### config.mk
export PLATFORM = sky130hd
export DESIGN_NAME = icmp_rx
export DESIGN_NICKNAME = d
export VERILOG_FILES = /design/src/design/icmp_pkg.sv /design/src/design/icmp_rx.sv
export SDC_FILE = /design/constraint.sdc
export NUM_CORES = 1
export LEC_CHECK = 0
export ABC_AREA = 1
export BUFFER_PORTS_ARGS = -buffer_cell sky130_fd_sc_hd__buf_2
export CAP_MARGIN = 10
export CORE_MARGIN = 2
export CORE_UTILIZATION = 45
export DETAILED_ROUTE_END_ITERATION = 7
export HOLD_SLACK_MARGIN = 0.06
export PLACE_DENSITY = 0.73
export SLEW_MARGIN = 10
export SYNTH_ARGS = -nofsm -noshare
export SYNTH_HDL_FRONTEND = slang
export SYNTH_SLANG_ARGS = --single-unit
### constraint.sdc
create_clock -name clk -period 3.95 [get_ports clk]
set_input_delay 0 -clock clk [delete_from_list [all_inputs] [get_ports clk]]
set_output_delay 0 -clock clk [all_outputs]
set_load 0.01 [all_outputs]
### src/design/icmp_pkg.sv
// Shared types, codes and helpers for the ICMP echo responder.
package icmp_pkg;

	localparam int PENDING_DEPTH_DEF = 8;
	localparam int MAX_PAYLOAD_DEF   = 56;
	localparam int HDR_LEN           = 8;
	localparam int LEN_W             = 6;
	localparam int POS_W             = 7;
	localparam logic [7:0] TYPE_ECHO_REQ = 8'd8;

	typedef enum logic [1:0] {
		KIND_VERDICT = 2'd0,
		KIND_REPLY   = 2'd1,
		KIND_EMPTY   = 2'd2
	} kind_t;

	typedef enum logic [2:0] {
		VD_ACCEPT    = 3'd0,
		VD_SHORT     = 3'd1,
		VD_BAD_CSUM  = 3'd2,
		VD_NOT_ECHO  = 3'd3,
		VD_TOO_LARGE = 3'd4
	} verdict_t;

	typedef enum logic [1:0] {
		ST_IDLE,
		ST_HDR,
		ST_STREAM,
		ST_COPY
	} state_t;

	// receive-side result, valid in the cycle of the final byte
	typedef struct packed {
		verdict_t         verdict;
		logic [LEN_W-1:0] plen;
		logic [15:0]      ident;
		logic [15:0]      seq;
		logic [15:0]      csum;
	} rx_res_t;

	typedef struct packed {
		logic [31:0]      sender;
		logic [15:0]      ident;
		logic [15:0]      seq;
		logic [15:0]      csum;
		logic [LEN_W-1:0] plen;
	} hdr_entry_t;

	function automatic logic [15:0] fold_add(input logic [15:0] s, input logic [15:0] w);
		logic [16:0] t;
		t = {1'b0, s} + {1'b0, w};
		return t[15:0] + {15'd0, t[16]};
	endfunction

endpackage

### src/design/icmp_rx.sv
// Receive side: byte counter, running checksums, header capture and verdict.
module icmp_rx import icmp_pkg::*; #(
	parameter int MAX_PAYLOAD = MAX_PAYLOAD_DEF
) (
	input  logic             clk,
	input  logic             arst_n,
	input  logic             take,
	input  logic [7:0]       data_byte,
	input  logic             last_byte,
	output rx_res_t          res,
	output logic             stg_we,
	output logic [LEN_W-1:0] stg_idx
);

	logic [15:0] cnt_q, sum_q, sum2_q, ident_q, seq_q;
	logic [7:0]  hi_q, type_q;

	logic [15:0] word, fsum, fsum2, cnt_nx, ident_nx, seq_nx, off, plen16;
	logic [7:0]  type_nx;

	always_comb begin
		word   = cnt_q[0] ? {hi_q, data_byte} : {data_byte, 8'h00};
		fsum   = fold_add(sum_q, word);
		// reply checksum covers everything from the identifier on
		fsum2  = (cnt_q >= 16'd4) ? fold_add(sum2_q, word) : sum2_q;
		cnt_nx = (cnt_q == 16'hFFFF) ? cnt_q : cnt_q + 16'd1;
		type_nx  = (cnt_q == 16'd0) ? data_byte : type_q;
		ident_nx = ident_q;
		seq_nx   = seq_q;
		if (cnt_q == 16'd4) ident_nx[15:8] = data_byte;
		if (cnt_q == 16'd5) ident_nx[7:0]  = data_byte;
		if (cnt_q == 16'd6) seq_nx[15:8]   = data_byte;
		if (cnt_q == 16'd7) seq_nx[7:0]    = data_byte;
		off     = cnt_q - 16'(HDR_LEN);
		stg_we  = take && (cnt_q >= 16'(HDR_LEN)) && ({1'b0, off} < 17'(MAX_PAYLOAD));
		stg_idx = off[LEN_W-1:0];
		plen16  = cnt_nx - 16'(HDR_LEN);

		if (cnt_nx < 16'(HDR_LEN))
			res.verdict = VD_SHORT;
		else if (fsum != 16'hFFFF)
			res.verdict = VD_BAD_CSUM;
		else if (type_nx != TYPE_ECHO_REQ)
			res.verdict = VD_NOT_ECHO;
		else if ({1'b0, plen16} > 17'(MAX_PAYLOAD))
			res.verdict = VD_TOO_LARGE;
		else
			res.verdict = VD_ACCEPT;
		res.plen  = plen16[LEN_W-1:0];
		res.ident = ident_nx;
		res.seq   = seq_nx;
		res.csum  = 16'hFFFF - fsum2;
	end

	always_ff @(posedge clk or negedge arst_n) begin
		if (!arst_n) begin
			cnt_q   <= '0;
			sum_q   <= '0;
			sum2_q  <= '0;
			hi_q    <= '0;
			type_q  <= '0;
			ident_q <= '0;
			seq_q   <= '0;
		end else if (take) begin
			if (last_byte) begin
				cnt_q   <= '0;
				sum_q   <= '0;
				sum2_q  <= '0;
				hi_q    <= '0;
				type_q  <= '0;
				ident_q <= '0;
				seq_q   <= '0;
			end else begin
				if (!cnt_q[0]) begin
					hi_q <= data_byte;
				end else begin
					sum_q  <= fsum;
					sum2_q <= fsum2;
				end
				cnt_q   <= cnt_nx;
				type_q  <= type_nx;
				ident_q <= ident_nx;
				seq_q   <= seq_nx;
			end
		end
	end

endmodule
* Word level (Yosys, flattened, before mapping)
Cells that the tools add are included.
W data, S select, Z words.
** Word-level totals
- Bits in read-only memories :: 0
- Bits in writable memories :: 0
- Latch bits :: 0
- Bits of input ports :: 12
- Memories kept :: 0
- Register bits after elaboration :: 96
** Cells by class
- $add $sub $neg :: 8
- Divide/modulo/power cells :: 0
- $mul :: 0
- Eq/ne operators :: 8
- Multiplexer cells :: 22
- $lt $le $gt $ge :: 5
- Reduce and logical (&&, ||, !) cells :: 6
- Shift operators :: 0
- Bitwise gates (word level) :: 0
** Operator list (number)
- $mux W16 :: 10
- $eq A16 B3 Y1 const B :: 4
- $mux W8 :: 8
- $add A16 B16 Y17 :: 2
- $add A16 B1 Y16 :: 2
- $sub A16 B4 Y16 const B :: 2
- $add A16 B1 Y16 const B :: 1
- $eq A16 B16 Y1 const B :: 1
- $ge A16 B3 Y1 const B :: 1
- $ge A16 B4 Y1 const B :: 1
- $gt A16 B6 Y1 const B :: 1
- $logic_not A16 Y1 :: 1
- $lt A16 B4 Y1 const B :: 1
- $lt A16 B6 Y1 const B :: 1
- $ne A16 B16 Y1 const B :: 1
- $sub A16 B16 Y16 const A :: 1
- $mux W3 :: 4
- $ne A8 B4 Y1 const B :: 1
- $reduce_and A2 Y1 :: 2
- $logic_and A1 B1 Y1 :: 2
- $ne A2 B2 Y1 const B :: 1
- $reduce_bool A2 Y1 :: 1

* Longest topological paths before layout
- Word-level depth :: 8
- Gate-level depth with buffers :: 32

* Worst setup path after synthesis
Ideal clock, no wire load.
- Kind :: register -> output
- Start point :: reg cnt_q[0]
- End point :: out res[54] in the netlist's numbering
- Data arrival time :: 3.892 ns
- Path slack :: 0.058 ns
- Cell stages (with the launch flop) :: 29
- Cell sequence :: dfrtp_1 -> buf_4 -> clkbuf_1 -> clkbuf_1 -> nand2_1 -> o21ai_0 -> ha_1 -> nand2_1 -> inv_1 -> a21oi_1 -> nor2_1 -> nor2_1 -> nand2_1 -> a21oi_1 -> o21bai_1 -> ha_1 -> ha_1 -> inv_1 -> nor2_1 -> nand3_1 -> xor2_1 -> nand2_1 -> nor2_1 -> nand2_1 -> nor2_1 -> nand2_1 -> nor2_1 -> nand3_1 -> o21ai_2
** RTL lines
- start, declared :: RTL line icmp_rx.sv:15 : logic [15:0] cnt_q, sum_q, sum2_q, ident_q, seq_q;
- start signal, assigned :: RTL line icmp_rx.sv:80 : cnt_q <= cnt_nx;
- end, declared :: RTL line icmp_rx.sv:10 : output rx_res_t res,

==> results.md <==
- WS Path Type: flip-flop to primary output
- Type of origin of the critical path: flip-flop
- Leakage: 5.15 nW
- GRT Overall Usage: 27.4%
- Slowest Stage Delay on Critical Path: slightly below 0.5 ns
- Later-pin clock latency in the skew report: approximately 0.36 ns
- Largest net degree at the start of global routing: between 60 and 70
- Max Clk Rate: approximately 0.23 GHz
- Cell Count, Final, Fillers Out: 1599
- Clk_skew: about 0.015 ns
- Antenna Cells: 0
- Filler cell count: between 1500 and 2000
- Number of max-cap violations: 0
- Die area: 18800 um2
- Final worst-path setup slack: -0.426 ns
- Die X: approximately 140 um
- Cell Area, Placed: roughly 9000 um2
- Avg Cell Area, Syn: 6.49 um2
- Area Growth Syn to Fin: 26.5%
- Vias in the first global route: slightly above 8000
- Commonest non-fill, non-tap cell in the layout: nand2_1
- Status: finished, violations left
- WL final: about 27000 um
- Drt drc: 0
- Layout cells sized above 1: 24.1%
- I/O Pins: between 70 and 80
- Final period util: 111%
- DR pass1 iterations: 5
- Failing checks: negative setup slack
- Slowest-stage cell, CP: dfrtp_2
- Peak VDD IR: between 0.2 and 0.25 mV
- Placed cell count: around 1500
- Final Slew Violations: 0
- RSZ-0062 raised after global routing: true
- EDFF count, synth: 0
- Row count: 48
- Starting Density: 46.1%
- Most Frequent Cell on Critical Path: nand2_1
- WL/cell: about 17 um
- Die Height: 137 um
- Initial antenna violation count: 0
- DP HPWL: around 18000 um
- Min Hold Slack: between 0.08 and 0.09 ns
- Initial drt markers: between 600 and 700
- Global route overflow: 0
- First-pass GRT wire length: a little over 40000 um
- DR vias: 8931
- Clock Tree Buf Depth: 2
- H-tree Lvls: 3
- GP Congestion: 0.962
- Final instance area: 10100 um2
- Top FF cell, synth: dfrtp_1
- Worst Max-Slew Pin Slew: between 1 and 1.5 ns
- Async S/R FF share, synth: 100%
- Slew headroom: roughly 32%
- Syn Inst Count: around 1200
- Crit-path max FO: 6
- CTS tree: yes
- Area of the core: 17300 um2
- Synth Net Count: between 1000 and 1500
- DRT antenna net count: 0
- Layout Nets: 1414
- # clock sinks: 96
- YS warnings: 0
- Pwr dens: 317 nW/um2
- Clk pin slew, worst setup/hold paths: about 0.070 ns
- Worst hold path class: input port to flip-flop
- Cell Area, Synth: approximately 8000 um2
- Fin. Hold Viols: 0
- Final min period: 4.38 ns
- Worst Path Required: between 3 and 4 ns
- CTS buffer count: 9
- Crit end category: primary output
- Worst path arrival time: 4.38 ns
- Final setup violation count: 3
- Fin util: roughly three fifths
- Vias/cell: 5.59
- Input/output buffers: 75
- Register area share after synthesis: a little under a third
- Clk Tree Root Cell: clkbuf_16
- Cell variety after synth: between 40 and 50
- Post-synthesis register bit count: 96
- Most frequent cells in the layout: nand2_1, inv_1, dfrtp_1, nor2_1, nand3_1
==> synth_stat cells, types with 5 or more instances <==
master    instances  area share, %
inv_1           167            7.9
o21ai_0          96            6.0
nand3_1          99            6.2
nor2_1          108            5.1
nand2_2          18            1.4
o21bai_1          5           0.47
o22ai_1          34            2.7
nand2_1         348             16
a21oi_1          32            2.0
a22o_1           29            3.2
or2_2             5           0.39
o21ai_1           7           0.44
ha_1             33            5.2
xor2_1           23            2.5
nor3_1           17            1.1
nand4_1          21            1.6
clkbuf_1         28            1.3
dfrtp_1          96             30
nor2_2           12           0.94
==> area by class of cell <==
cell class	instances	area, um2	area share [%]
timing repair buffer	165	1130	11.2
multi-input combinational	923	5310	52.6
clock inverter	7	85.1	0.844
sequential	96	2400	23.8
tap	225	282	2.79
inverter	174	656	6.50
clock buffer	9	225	2.23
==> per-layer routing <==
layer,track usage [%],share of wire [%]
met4,10.3,4.0
met5,0,0
met1,36.0,41
met3,4.63,7.9
met2,45.2,47
==> path summary, 6_finish.rpt <==
| kind | start | end | slack [ns] | cells after the start |
|---|---|---|---|---|
| min in group asynchronous | arst_n | sum2_q[13] | 0.29 | 2 |
| worst min register to register | type_q[2] | type_q[2] | 0.49 | 2 |
| worst max-delay path | cnt_q[0] | res[56] | -0.43 | 26 |
| max in group asynchronous | arst_n | ident_q[8] | 2.69 | 3 |
| worst max register to register | cnt_q[0] | sum2_q[14] | 0.25 | 30 |
| worst min-delay path | data_byte[2] | seq_q[2] | 0.08 | 3 |
==> worst max-delay path: cells and delay by family (launching register included) <==
family,cells,cell delay (ns)
flops,1,0.49
fa+ha+maj,2,0.51
simple gates,17,2.01
buf+inv,3,0.39
compound gates,4,0.62
==> power by group <==
group	switching [mW]	internal, mW	total (mW)
registers	0.0479	1.04	1.08
logic	0.736	0.421	1.16
clock network	0.454	0.507	0.961
total	1.24	1.96	3.20
==> state kept, by name (all words and copies together) (netlist names) <==
| name | cells |
|---|---|
| cnt_q | 16 |
| sum_q | 16 |
| seq_q | 16 |
| sum2_q | 16 |
| ident_q | 16 |
| type_q | 8 |
| hi_q | 8 |
==> cells by family (layout without fill, tap and decap cells) <==
family	after synthesis	in the layout	synth area share (%)
compound gates	217	217	16.2
buf+inv	209	355	10.2
flops	96	96	30.1
xor+xnor	29	29	3.37
fa+ha+maj	33	33	5.18
simple gates	644	644	35.0
==> repair_timing <==
action | CTS | global route
setup endpoints to repair | 8 | 15
pin swaps | 24 | 46
hold buffers | 4 | 0
buffers inserted | 26 | 21
resized for setup | 39 | 116
hold endpoints to repair | 68 | 0
==> stage by stage <==
stage	setup slack (ns)	power, mW	TNS (ns)
floorplan	0.0579	1.69	0
global placement	-0.0672	2.01	-0.0672
detailed placement	-0.118	2.02	-0.148
CTS	-0.0904	3.03	-0.251
global route	-0.529	3.35	-2.11
finish	-0.426	3.20	-1.08
(Power assumes the default switching activity.)
