==> src/design/icmp_ram.sv <==
// Generic single-write, single-read RAM with registered read data.
module icmp_ram #(
	parameter int WIDTH = 8,
	parameter int DEPTH = 2,
	localparam int AW = (DEPTH > 1) ? $clog2(DEPTH) : 1
) (
	input  logic             clk,
	input  logic             we,
	input  logic [AW-1:0]    waddr,
	input  logic [WIDTH-1:0] wdata,
	input  logic [AW-1:0]    raddr,
	output logic [WIDTH-1:0] rdata
);

	logic [WIDTH-1:0] mem [DEPTH];

	always_ff @(posedge clk) begin
		if (we)
			mem[waddr] <= wdata;
		rdata <= mem[raddr];
	end

endmodule

==> config.mk <==
export PLATFORM = sky130hd
export DESIGN_NAME = icmp_ram
export DESIGN_NICKNAME = d
export VERILOG_FILES = /design/src/design/icmp_ram.sv
export SDC_FILE = /design/constraint.sdc
export NUM_CORES = 1
export LEC_CHECK = 0
export ABC_CLOCK_PERIOD_IN_PS = 1200
export BUFFER_PORTS_ARGS = -buffer_cell sky130_fd_sc_hd__buf_2
export CORE_MARGIN = 2
export CORE_UTILIZATION = 40
export CTS_CLUSTER_DIAMETER = 60
export DETAILED_ROUTE_END_ITERATION = 8
export MAX_ROUTING_LAYER = met4
export PLACE_DENSITY = 0.72
export SYNTH_ARGS = -nofsm -noshare
export SYNTH_HDL_FRONTEND = slang
export SYNTH_SLANG_ARGS = --single-unit
==> constraint.sdc <==
create_clock -name clk -period 1.2 [get_ports clk]
set_input_delay 0.06 -clock clk [delete_from_list [all_inputs] [get_ports clk]]
set_output_delay 0.06 -clock clk [all_outputs]
set_load 0.02 [all_outputs]
After elaboration in Yosys (flattened, before gate mapping)
Memory sizes are Yosys's and may differ from the RTL's. A register that Yosys moved wholly into a read port is not among the register bits.
Index checks and enable logic that the tools add are counted.

storage, ports and cells
  register bits after elaboration = 0
  bits in latches = 0
  bits in writable memories = 16
  ROM bits = 0
  bits of input ports = 12
  output and inout bits = 8
  logic and storage cells = 3
  memories kept = 1

memories
  name  depth  bits a word  read ports  clocked after Yosys merged registers in  write ports  RTL line  RTL
  mem   2      8            1           1                                        1            15        logic [WIDTH-1:0] mem [DEPTH];

cells by class
  add/sub/neg operators = 0
  multipliers = 0
  divide/modulo/power cells = 0
  $lt $le $gt $ge = 0
  equal/unequal tests = 0
  shift-type cells = 0
  muxes and demuxes = 2
  bitwise operators = 0
  reduce and logical (&&, ||, !) cells = 0

operators by type and width
  operator  count
  $mux 1    2

Logic depth before layout (Yosys ltp)
Gate-level depths: netlist of the first run.

  word-level depth = 2
  depth in mapped cells = 2
  gate-level depth less buffers = 1

Worst setup path before layout of the first run
No wires, ideal clock.

  path type = input to register
  from = input we
  to = memory mem[0][0] (enable)
  setup time = 373 ps
  data arrival time = 480 ps
  data required time = 827 ps
  slack = 347 ps
  stages = 1
  buffers on the path = 0
  cell sequence = nor2b_1

on the way
  longest elaborated chain between the ends = 2

RTL lines
  element                       RTL line  RTL
  start, declared               8         input logic we,
  $mux 1                        18        if (we)
  $mux 1 (implied by the code)  19        mem[waddr] <= wdata;
  end, declared                 15

Every way passes these cells.

Worst setup path in the final report of the first run
  from = register rdata[2], read port of mem
  to = output rdata[2]

RTL lines
  element          RTL line  RTL
  start, declared  12        output logic [WIDTH-1:0] rdata

No word-level cell between the ends.

==> summary.txt, run 1 <==
Critical register-to-register path endpoint - rdata[6]
Post-CTS sizing - 0
Design Power - 1.46 mW
Total Die Area - 2330 um^2
Worst setup slack for register-to-register paths - 420 ps
Worst clock skew on the final layout - 4.25 ps
Violation count after the first detailed-routing iteration - 9
Path type of the worst min-delay path - primary input to flop
DRC violations left - 0
Cell Count Post-Placement - 81
Via count of the first global-routing pass - 390
Buf+Inv Stages, Crit Path - 1
Max-slew headroom - 78.1%
Maximum count of clock buffers along a single path - 2
Hold depth - 2
Source-to-sink clock delay at the later pin of the worst-skew pair - 300 ps
Max stage delay cell, worst path - sky130_fd_sc_hd__dfxtp_1
Area added between synthesis and finish - 29.5%
Number of maximum-capacitance constraint violations - 0
Diode count - 0
Most used flip-flop cell after synthesis - sky130_fd_sc_hd__edfxtp_1
Mapped Nets - 47
Number of library cell types mapped by synthesis - 6
Number of pins with negative max-slew slack in the final report - 0
Total count of hold-check failures in the final report - 0
Total Negative Setup Slacks - 0 ps
Stages on the worst setup path - 1
Leading post-synthesis cells by cell area - sky130_fd_sc_hd__edfxtp_1, sky130_fd_sc_hd__dfxtp_1, sky130_fd_sc_hd__mux2_4, sky130_fd_sc_hd__buf_6, sky130_fd_sc_hd__and2_1
Avg Inst Size Synth - 22.4 um^2
Ports placed on the boundary - 20
Initial antenna violation count - 0
Shortest period the worst path allows - 835 ps
Number of enable flip-flop cells after synthesis - 16
Cells after Synth - 35
Arrival time at the worst endpoint - 770 ps
Highest fanout seen on the critical path - 1
Most frequently used cell type in the post-synthesis netlist - sky130_fd_sc_hd__edfxtp_1
Critical R2R Launch - mem[0][6]
Yosys warning total - 0
Chip height - 48.3 um
Synthesized cell area - 785 um^2
Share of synthesized flip-flops with an asynchronous set or reset - 0%
Kind of start point of the critical path - flop
Worst vdd rail ir drop - 0.759 mV
Clock-pin slew reported for the worst setup and hold paths after clock tree synthesis - 120 ps
Standard cell core area - 1900 um^2
Site row count - 16
Fraction of power spent switching nets - 20.9%
Setup repair after global routing missed its margin - no
Area share of the largest cell type after synthesis - 61.2%
Outcome - complete, no violations
Num CTS Buffers - 3
Fin nets - 79
Count of non-filler cells in the finished layout - 93
Share of post-route cells with drive strength above 1 - 47.0%
IO buf count - 19
Logic gate share of total power - 10.8%
Gr usage total - 10.7%
Remaining number of nets flagged by the antenna check after routing - 0
Total setup buffers inserted after CTS - 0
# H-tree levels - 1
Die Span X - 48.3 um
Avg Vias per Cell - 4.09
DRT Wirelength - 1.00 mm
Clk sink count - 24
Cell Chain, Critical Path - buf_2
First-pass iteration count of the detailed router - 3
Required time at the worst-slack endpoint - 1140 ps
Maximum number of pins on one net before global-route repair - 14
Fraction of the yosys area taken by sequential cells - 81.7%
Largest stage delay on the critical path - 320 ps
Initial standard-cell utilization of the core - 41.2%
Hold worst-path end - rdata[5]
Achievable Freq - 1200 MHz
Top cells by count, synth - sky130_fd_sc_hd__edfxtp_1, sky130_fd_sc_hd__dfxtp_1, sky130_fd_sc_hd__mux2_4
Sequential cell fraction of total power - 65.9%
Worst Reg-to-Reg Cells - 1
CTS root buf - sky130_fd_sc_hd__clkbuf_4
Utilization of the core after routing - 53.4%
Number of synthesized register bits - 24
Actual slew at the worst max-slew pin - 328 ps
Ratio of final minimum period to clock period - 69.6%
Power Dens Cells - 1430 nW/um^2
Net load switching power - 0.305 mW
Type of element capturing the critical path - output port
Startpoint of the worst hold path - raddr
Crit-path leading delay family - flip-flops
Total congestion overflow - 0
First-pass GRT wire length - 1.57 mm
LEAKAGE - 0.417 nW
Part of the total power dissipated in the clock network - 23.3%
Final setup violating endpoints - 0
Internal power - 1.15 mW
Number of vias after detailed routing - 380
TritonCTS clock tree - done
Final weighted congestion in routability-driven placement - 0.683
Startpoint-to-endpoint class of the critical path - flop to output port
Post-synthesis cell type with the largest combined area - sky130_fd_sc_hd__edfxtp_1
Detail-routed net length per standard cell - 10.8 um
==> state kept, by name (all words and copies together) (netlist names) <==
signal	count
rdata	8
mem	16
==> cells in the final DEF (no fill, tap or decap), drive strengths merged <==
cell | Yosys | routed
buf | 1 | 20
clkbuf | 0 | 3
dlygate4sd3 | 0 | 8
nor2b | 1 | 1
and2 | 1 | 1
clkinv | 0 | 1
dfxtp | 8 | 8
edfxtp | 16 | 16
mux2 | 8 | 8
==> area by class of cell <==
type                            count  area (um^2)
Timing Repair Buffer               28          183
Clock buffer                        3         22.5
Sequential cell                    24          641
Multi-Input combinational cell     10          133
Tap cell                           27         33.8
Clock inverter                      1         3.75
Fill cell                         170          886
==> worst max-delay path by stage <==
stage / to / start
2_1_floorplan: mem[0][0] / we
3_3_place_gp: mem[1][4] / waddr
3_5_place_dp: mem[1][2] / waddr
4_1_cts: rdata[1] / rdata[1]
5_1_grt: rdata[7] / rdata[7]
6_report: rdata[2] / rdata[2]
==> per-layer routing <==
layer	global-route usage (%)	share of wire, %	vias up	wire, um
li1	-	-	194	-
met1	11.6	43	170	426
met2	17.4	50	14	497
met3	1.48	6.0	2	60
met4	8.11	1.8	0	18
met5	-	0	-	0
==> kinds of logic (layout without fill, tap and decap cells) <==
logic type	after synthesis	in the layout	share of synthesized area, %
simple gates	2	2	1.60
flops	24	24	81.7
mux	8	8	15.3
buf+inv	1	32	1.44
==> power groups by stage <==
stage	clock, mW	combinational (mW)	sequential, mW
finish	0.339	0.158	0.961
global route	0.376	0.171	0.968
CTS	0.352	0.160	0.962
detailed placement	0	0.140	0.981
global placement	0	0.137	0.979
floorplan	0	0.0569	1.01
==> metrics by stage <==
stage          setup slack [ps]  area (um^2)  hold WS (ps)
2_1_floorplan               347          785           159
3_3_place_gp                406          910           253
3_5_place_dp                390          910           252
4_1_cts                     353         1020           171
5_1_grt                     313         1020           169
6_report                    365         1020           174
==> what timing repair did <==
| action | 4_1_cts | 5_1_grt |
|---|---|---|
| setup endpoints to repair | 0 | 0 |
| hold endpoints to repair | 16 | 0 |
| hold buffers | 8 | 0 |
No activity file was read; power rests on OpenSTA's default activity.
==> run 2: changes to the inputs <==
--- a/config.mk
+++ b/config.mk
@@ -5,7 +5,7 @@
 export SDC_FILE = /design/constraint.sdc
 export NUM_CORES = 1
 export LEC_CHECK = 0
-export ABC_CLOCK_PERIOD_IN_PS = 1200
+export ABC_CLOCK_PERIOD_IN_PS = 800
 export BUFFER_PORTS_ARGS = -buffer_cell sky130_fd_sc_hd__buf_2
 export CORE_MARGIN = 2
 export CORE_UTILIZATION = 40
==> constraint.sdc (replaced) <==
create_clock -name clk -period 0.8 [get_ports clk]
set_input_delay 0.04 -clock clk [delete_from_list [all_inputs] [get_ports clk]]
set_output_delay 0.04 -clock clk [all_outputs]
set_load 0.02 [all_outputs]
==> run 2 against run 1 <==
- cell count grew 3.2%
- via count grew 5.8%
- clock-buffer cell count is the same
- clock power grew 45%
- non-clock buffer count grew 3
- power grew 54%
- design area grew 8.4%
- global-route usage shrank 0.67 points
- critical path type unchanged
==> summary.txt, run 2 (same netlist as run 1, synthesis figures left out) <==
Detail-routed net length per standard cell - 10.4 um (-3.8%)
Final setup violating endpoints - 0 (unchanged)
Type of element capturing the critical path - output port
Initial antenna violation count - 0 (unchanged)
Power Dens Cells - 2040 nW/um^2 (+42%)
DRC violations left - 0 (unchanged)
Initial standard-cell utilization of the core - 41.2% (unchanged)
Num CTS Buffers - 3 (unchanged)
Grt peak-use layer - met2
Clock-pin slew reported for the worst setup and hold paths after clock tree synthesis - 110 ps (about the same)
Worst vdd rail ir drop - 1.09 mV (+44%)
Register with the most flip-flops - mem
Outcome - complete, no violations
Most frequent cells in the layout - sky130_fd_sc_hd__edfxtp_1, sky130_fd_sc_hd__buf_2
Number of maximum-capacitance constraint violations - 0 (unchanged)
Worst setup slack for register-to-register paths - 40 ps (-380 ps)
Startpoint of the worst hold path - raddr
LEAKAGE - 0.450 nW (+8.0%)
Clk sink count - 24 (unchanged)
Avg Vias per Cell - 4.19 (+2.5%)
Site row count - 16 (unchanged)
Setup repair after global routing missed its margin - yes
Violation count after the first detailed-routing iteration - 1 (-8)
Critical R2R Launch - mem[0][5]
Kind of start point of the critical path - flop
Cell Chain, Critical Path - buf_6
Top flop regs - mem (16), rdata (8)
Diode count - 0 (unchanged)
Maximum number of pins on one net before global-route repair - 14 (unchanged)
Startpoint-to-endpoint class of the critical path - flop to output port
Flip-flop count of the largest register, all copies and words added - 16 (unchanged)
IO buf count - 19 (unchanged)
First-pass GRT wire length - 1.44 mm (-8.3%)
Actual slew at the worst max-slew pin - 252 ps (-76.0 ps)
Path type of the worst min-delay path - primary input to flop
CTS root buf - sky130_fd_sc_hd__clkbuf_4
Required time at the worst-slack endpoint - 760 ps (-380 ps)
Critical register-to-register path endpoint - rdata[5]
Max-slew headroom - 83.2% (+5.1 points)
Worst-case setup margin in the final layout - 8.75 ps (-357 ps)
Worst clock skew on the final layout - 1.70 ps (-2.55 ps)
Cell area after layout - 1100 um^2 (+8.4%)
Grt met2 use - 13.9% (-3.4 points)
Source-to-sink clock delay at the later pin of the worst-skew pair - 300 ps (about the same)
Maximum count of clock buffers along a single path - 2 (unchanged)
TritonCTS clock tree - done
Crit-path leading delay family - flip-flops
Area added between synthesis and finish - 40.4%
Standard cell core area - 1900 um^2 (unchanged)
Shortest period the worst path allows - 791 ps
Gr usage total - 9.98% (-0.67 points)
Via count of the first global-routing pass - 358 (-8.2%)
Die Span X - 48.3 um (unchanged)
Total congestion overflow - 0 (unchanged)
Ratio of final minimum period to clock period - 98.9%
Number of vias after detailed routing - 402 (+5.8%)
DRT Wirelength - 995 um (-0.70%)
Ports placed on the boundary - 20 (unchanged)
Final weighted congestion in routability-driven placement - 0.627 (-8.2%)
First-pass iteration count of the detailed router - 2 (-1)
Fillers - 151 (-11%)
Number of pins with negative max-slew slack in the final report - 0 (unchanged)
Largest stage delay on the critical path - 340 ps (+20 ps)
Hold worst-path end - rdata[0]
Chip height - 48.3 um (unchanged)
Highest fanout seen on the critical path - 1 (unchanged)
Hold depth - 2 (unchanged)
Buf+Inv Stages, Crit Path - 1 (unchanged)
Total Die Area - 2330 um^2 (unchanged)
Arrival time at the worst endpoint - 750 ps (-20 ps)
Worst-case setup slack after placement - 49.7 ps (-340 ps)
Achievable Freq - 1260 MHz
Total cell area at the placement stage - 935 um^2 (+2.8%)
Worst Reg-to-Reg Cells - 1 (unchanged)
Met1 Usage GRT - 12.0% (+0.37 points)
Commonest non-fill, non-tap cell in the layout - sky130_fd_sc_hd__edfxtp_1
Max stage delay cell, worst path - sky130_fd_sc_hd__dfxtp_2
Remaining number of nets flagged by the antenna check after routing - 0 (unchanged)
Fin nets - 82 (+3.8%)
Total count of hold-check failures in the final report - 0 (unchanged)
# H-tree levels - 1 (unchanged)
Total setup buffers inserted after CTS - 0 (unchanged)
Global-route met3 utilization - 3.70% (+2.2 points)
Share of post-route cells with drive strength above 1 - 62.3% (+15 points)
run 2: metrics by stage:
| stage | TNS, ps | util [%] | cells | hold slack [ps] | power, mW |
|---|---|---|---|---|---|
| 3_3_place_gp | 0 | 49.1 | 84 | 228 | 1.69 |
| 6_report | 0 | 57.9 | 96 | 165 | 2.24 |
| 5_1_grt | -306 | 57.9 | 96 | 136 | 2.38 |
| 3_5_place_dp | 0 | 49.1 | 84 | 233 | 1.69 |
| 2_1_floorplan | 0 | - | 35 | 139 | 1.60 |
| 4_1_cts | -43.2 | 57.9 | 96 | 155 | 2.28 |
run 2: how the worst max path moves through the flow:
stage | start | to | slack [ps] | cells after the start
2_1_floorplan | mem[0][0] | rdata[0] | 90 | 1
6_report | rdata[4] | rdata[4] | 9 | 1
5_1_grt | rdata[1] | rdata[1] | -50 | 1
3_3_place_gp | mem[0][3] | rdata[3] | 70 | 1
4_1_cts | rdata[1] | rdata[1] | -7 | 1
3_5_place_dp | mem[0][4] | rdata[4] | 50 | 1
run 2: cell type report:
type	instances	area [um^2]	area share [%]
Tap cell	27	33.8	3.07
Timing Repair Buffer	31	255	23.2
Sequential cell	24	651	59.1
Clock buffer	3	22.5	2.05
Multi-Input combinational cell	10	135	12.3
Clock inverter	1	3.75	0.341
run 2: power by group:
part	leakage (nW)	total, mW	internal (mW)	switching (mW)
Combinational	0.217	0.294	0.181	0.112
Sequential	0.218	1.46	1.43	0.0291
Clock	0.0154	0.493	0.182	0.312
Total	0.450	2.24	1.79	0.453
run 2: per-layer routing:
layer / wire length (um) / up-vias
met5: 0 / -
met4: 6 / 0
met3: 65 / 2
met2: 528 / 15
met1: 395 / 187
li1: - / 198
run 2: timing repair:
item	CTS	global route
endpoints found under the setup margin	8	8
gates cloned	0	0
gates resized for setup	24	0
hold buffers	8	0
hold endpoints to repair	16	0
==> run 3: changes to the inputs <==
--- a/config.mk
+++ b/config.mk
@@ -8,11 +8,11 @@
 export ABC_CLOCK_PERIOD_IN_PS = 800
 export BUFFER_PORTS_ARGS = -buffer_cell sky130_fd_sc_hd__buf_2
 export CORE_MARGIN = 2
-export CORE_UTILIZATION = 40
+export CORE_UTILIZATION = 43
 export CTS_CLUSTER_DIAMETER = 60
 export DETAILED_ROUTE_END_ITERATION = 8
 export MAX_ROUTING_LAYER = met4
-export PLACE_DENSITY = 0.72
+export PLACE_DENSITY = 0.76
 export SYNTH_ARGS = -nofsm -noshare
 export SYNTH_HDL_FRONTEND = slang
 export SYNTH_SLANG_ARGS = --single-unit
==> run 3 against run 2 <==
- the flow now finishes with violations (setup timing)
- routed wire length rose by 11%
- highest routed layer unchanged
- sequential share of layout area rose by 0.96 points
- worst hold slack got worse by 12 ps
- sequential cell count did not move
- largest cell class unchanged
- maximum frequency fell by 2.2%
- register-to-register slack barely moved
- first-iteration DRC count rose by 100%
- critical path depth did not move
- utilization rose by 4.9 points
- via count fell by 2.0%
==> summary.txt, run 3 (same netlist as run 1, synthesis figures left out) <==
Outcome - complete, but fails checks
Violations in the final reports - setup timing
Flip-flop count of the largest register, all copies and words added - 16 (unchanged)
Kind of start point of the critical path - flop
Source-to-sink clock delay at the later pin of the worst-skew pair - 310 ps (about the same)
Startpoint-to-endpoint class of the critical path - flop to output port
Chip height - 46.7 um (-3.3%)
Fin nets - 80 (-2.4%)
Clock-pin slew reported for the worst setup and hold paths after clock tree synthesis - 120 ps (about the same)
Violation count after the first detailed-routing iteration - 2 (+1)
LEAKAGE - 0.440 nW (-2.3%)
Path type of the worst min-delay path - primary input to flop
Most frequent cells in the layout - sky130_fd_sc_hd__edfxtp_1, sky130_fd_sc_hd__buf_2
Highest fanout seen on the critical path - 1 (unchanged)
Half-perimeter wire length of the detailed placement result - 758 um
Max stage delay cell, worst path - sky130_fd_sc_hd__dfxtp_2
Die Span X - 46.7 um (-3.3%)
Achievable Freq - 1240 MHz (-2.2%)
Gr usage total - 12.5% (+2.5 points)
Remaining number of nets flagged by the antenna check after routing - 0 (unchanged)
Required time at the worst-slack endpoint - 760 ps (about the same)
Number of vias after detailed routing - 394 (-2.0%)
Total congestion overflow - 0 (unchanged)
Worst-case setup slack after placement - -19.9 ps (-69.6 ps)
Avg Vias per Cell - 4.28 (+2.3%)
Initial antenna violation count - 0 (unchanged)
Register with the most flip-flops - mem
Crit-path leading delay family - flip-flops
First-pass GRT wire length - 1.69 mm (+17%)
Standard cell core area - 1730 um^2 (-9.2%)
Utilization of the core after routing - 62.8% (+4.9 points)
Type of element capturing the critical path - output port
# H-tree levels - 1 (unchanged)
Worst clock skew on the final layout - 6.25 ps (+4.55 ps)
Arrival time at the worst endpoint - 770 ps (+20 ps)
DRT Wirelength - 1.11 mm (+11%)
Final setup violating endpoints - 5 (+5)
Final weighted congestion in routability-driven placement - 0.670 (+6.8%)
Maximum number of pins on one net before global-route repair - 14 (unchanged)
IO buf count - 19 (unchanged)
Area added between synthesis and finish - 38.1%
Power Dens Cells - 2080 nW/um^2 (+2.3%)
Design Power - 2.26 mW (+0.67%)
Shortest period the worst path allows - 809 ps (+17.4 ps)
Largest stage delay on the critical path - 340 ps (about the same)
Clk sink count - 24 (unchanged)
DRC violations left - 0 (unchanged)
Diode count - 0 (unchanged)
Ports placed on the boundary - 20 (unchanged)
Ratio of final minimum period to clock period - 101% (+2.2 points)
Total count of hold-check failures in the final report - 0 (unchanged)
Count of non-filler cells in the finished layout - 92 (-4.2%)
Share of post-route cells with drive strength above 1 - 61.2% (-1.1 points)
Maximum count of clock buffers along a single path - 2 (unchanged)
Buf+Inv Stages, Crit Path - 1 (unchanged)
Cell Chain, Critical Path - buf_6
Total Die Area - 2180 um^2 (-6.4%)
Top flop regs - mem (16), rdata (8)
Commonest non-fill, non-tap cell in the layout - sky130_fd_sc_hd__edfxtp_1
Via count of the first global-routing pass - 402 (+12%)
Setup repair after global routing missed its margin - yes
Worst-case setup margin in the final layout - -8.69 ps (-17.4 ps)
Number of maximum-capacitance constraint violations - 0 (unchanged)
Site row count - 15 (-1)
Worst setup slack for register-to-register paths - 30 ps (about the same)
CTS root buf - sky130_fd_sc_hd__clkbuf_4
First-pass iteration count of the detailed router - 2 (unchanged)
Num CTS Buffers - 3 (unchanged)
Number of pins with negative max-slew slack in the final report - 0 (unchanged)
Worst vdd rail ir drop - 1.42 mV (+30%)
Cell Count Post-Placement - 80 (-4.8%)
Max-slew headroom - 76.5% (-6.7 points)
Actual slew at the worst max-slew pin - 353 ps (+101 ps)
Detail-routed net length per standard cell - 12.1 um (+16%)
TritonCTS clock tree - done
Initial standard-cell utilization of the core - 45.4% (+4.2 points)
==> run 3: cell count changes in the layout (fill, tap and decap cells not counted) <==
cell / change
sky130_fd_sc_hd__buf_4: -2
==> run 3: per-layer routing <==
layer / wire length, um / up-vias / global-route usage, %
met1: 438 / 178 / 12.7
met5: 0 / - / -
met2: 580 / 17 / 20.6
li1: - / 195 / -
met3: 59 / 4 / 3.92
met4: 31 / 0 / 8.33
==> run 3: worst paths after layout <==
kind,start,endpoint,cells after the start
min reg2reg,mem[0][2],rdata[2],1
max,rdata[6],rdata[6],1
min,raddr,rdata[6],2
max reg2reg,mem[1][4],rdata[4],1
==> run 3: power breakdown <==
part / switching (mW) / internal (mW) / total [mW]
registers: 0.0325 / 1.43 / 1.46
clock network: 0.328 / 0.182 / 0.511
logic: 0.112 / 0.175 / 0.287
total: 0.473 / 1.79 / 2.26
==> run 3: what timing repair did <==
item / CTS / global route
hold endpoints to repair: 16 / 0
setup endpoints to repair: 8 / 9
cloned: 0 / 0
resized for setup: 24 / 0
hold buffers: 8 / 0
buffers inserted: 0 / 0
pin swaps: 0 / 0
==> run 3: cell type report <==
cell class	instances	area [um^2]
well taps	25	31.3
clock inverters	1	3.75
fillers	133	643
repair buffers	29	240
multi-input cells	10	135
flip-flops and latches	24	651
clock buffers	3	22.5
==> run 3: per-stage QoR <==
step	setup TNS (ps)	hold slack, ps	instance area, um^2
4_1_cts	-97.8	145	1080
3_5_place_dp	-158	237	917
2_1_floorplan	0	139	787
6_report	-27.6	153	1080
5_1_grt	-290	130	1080
3_3_place_gp	0	232	917
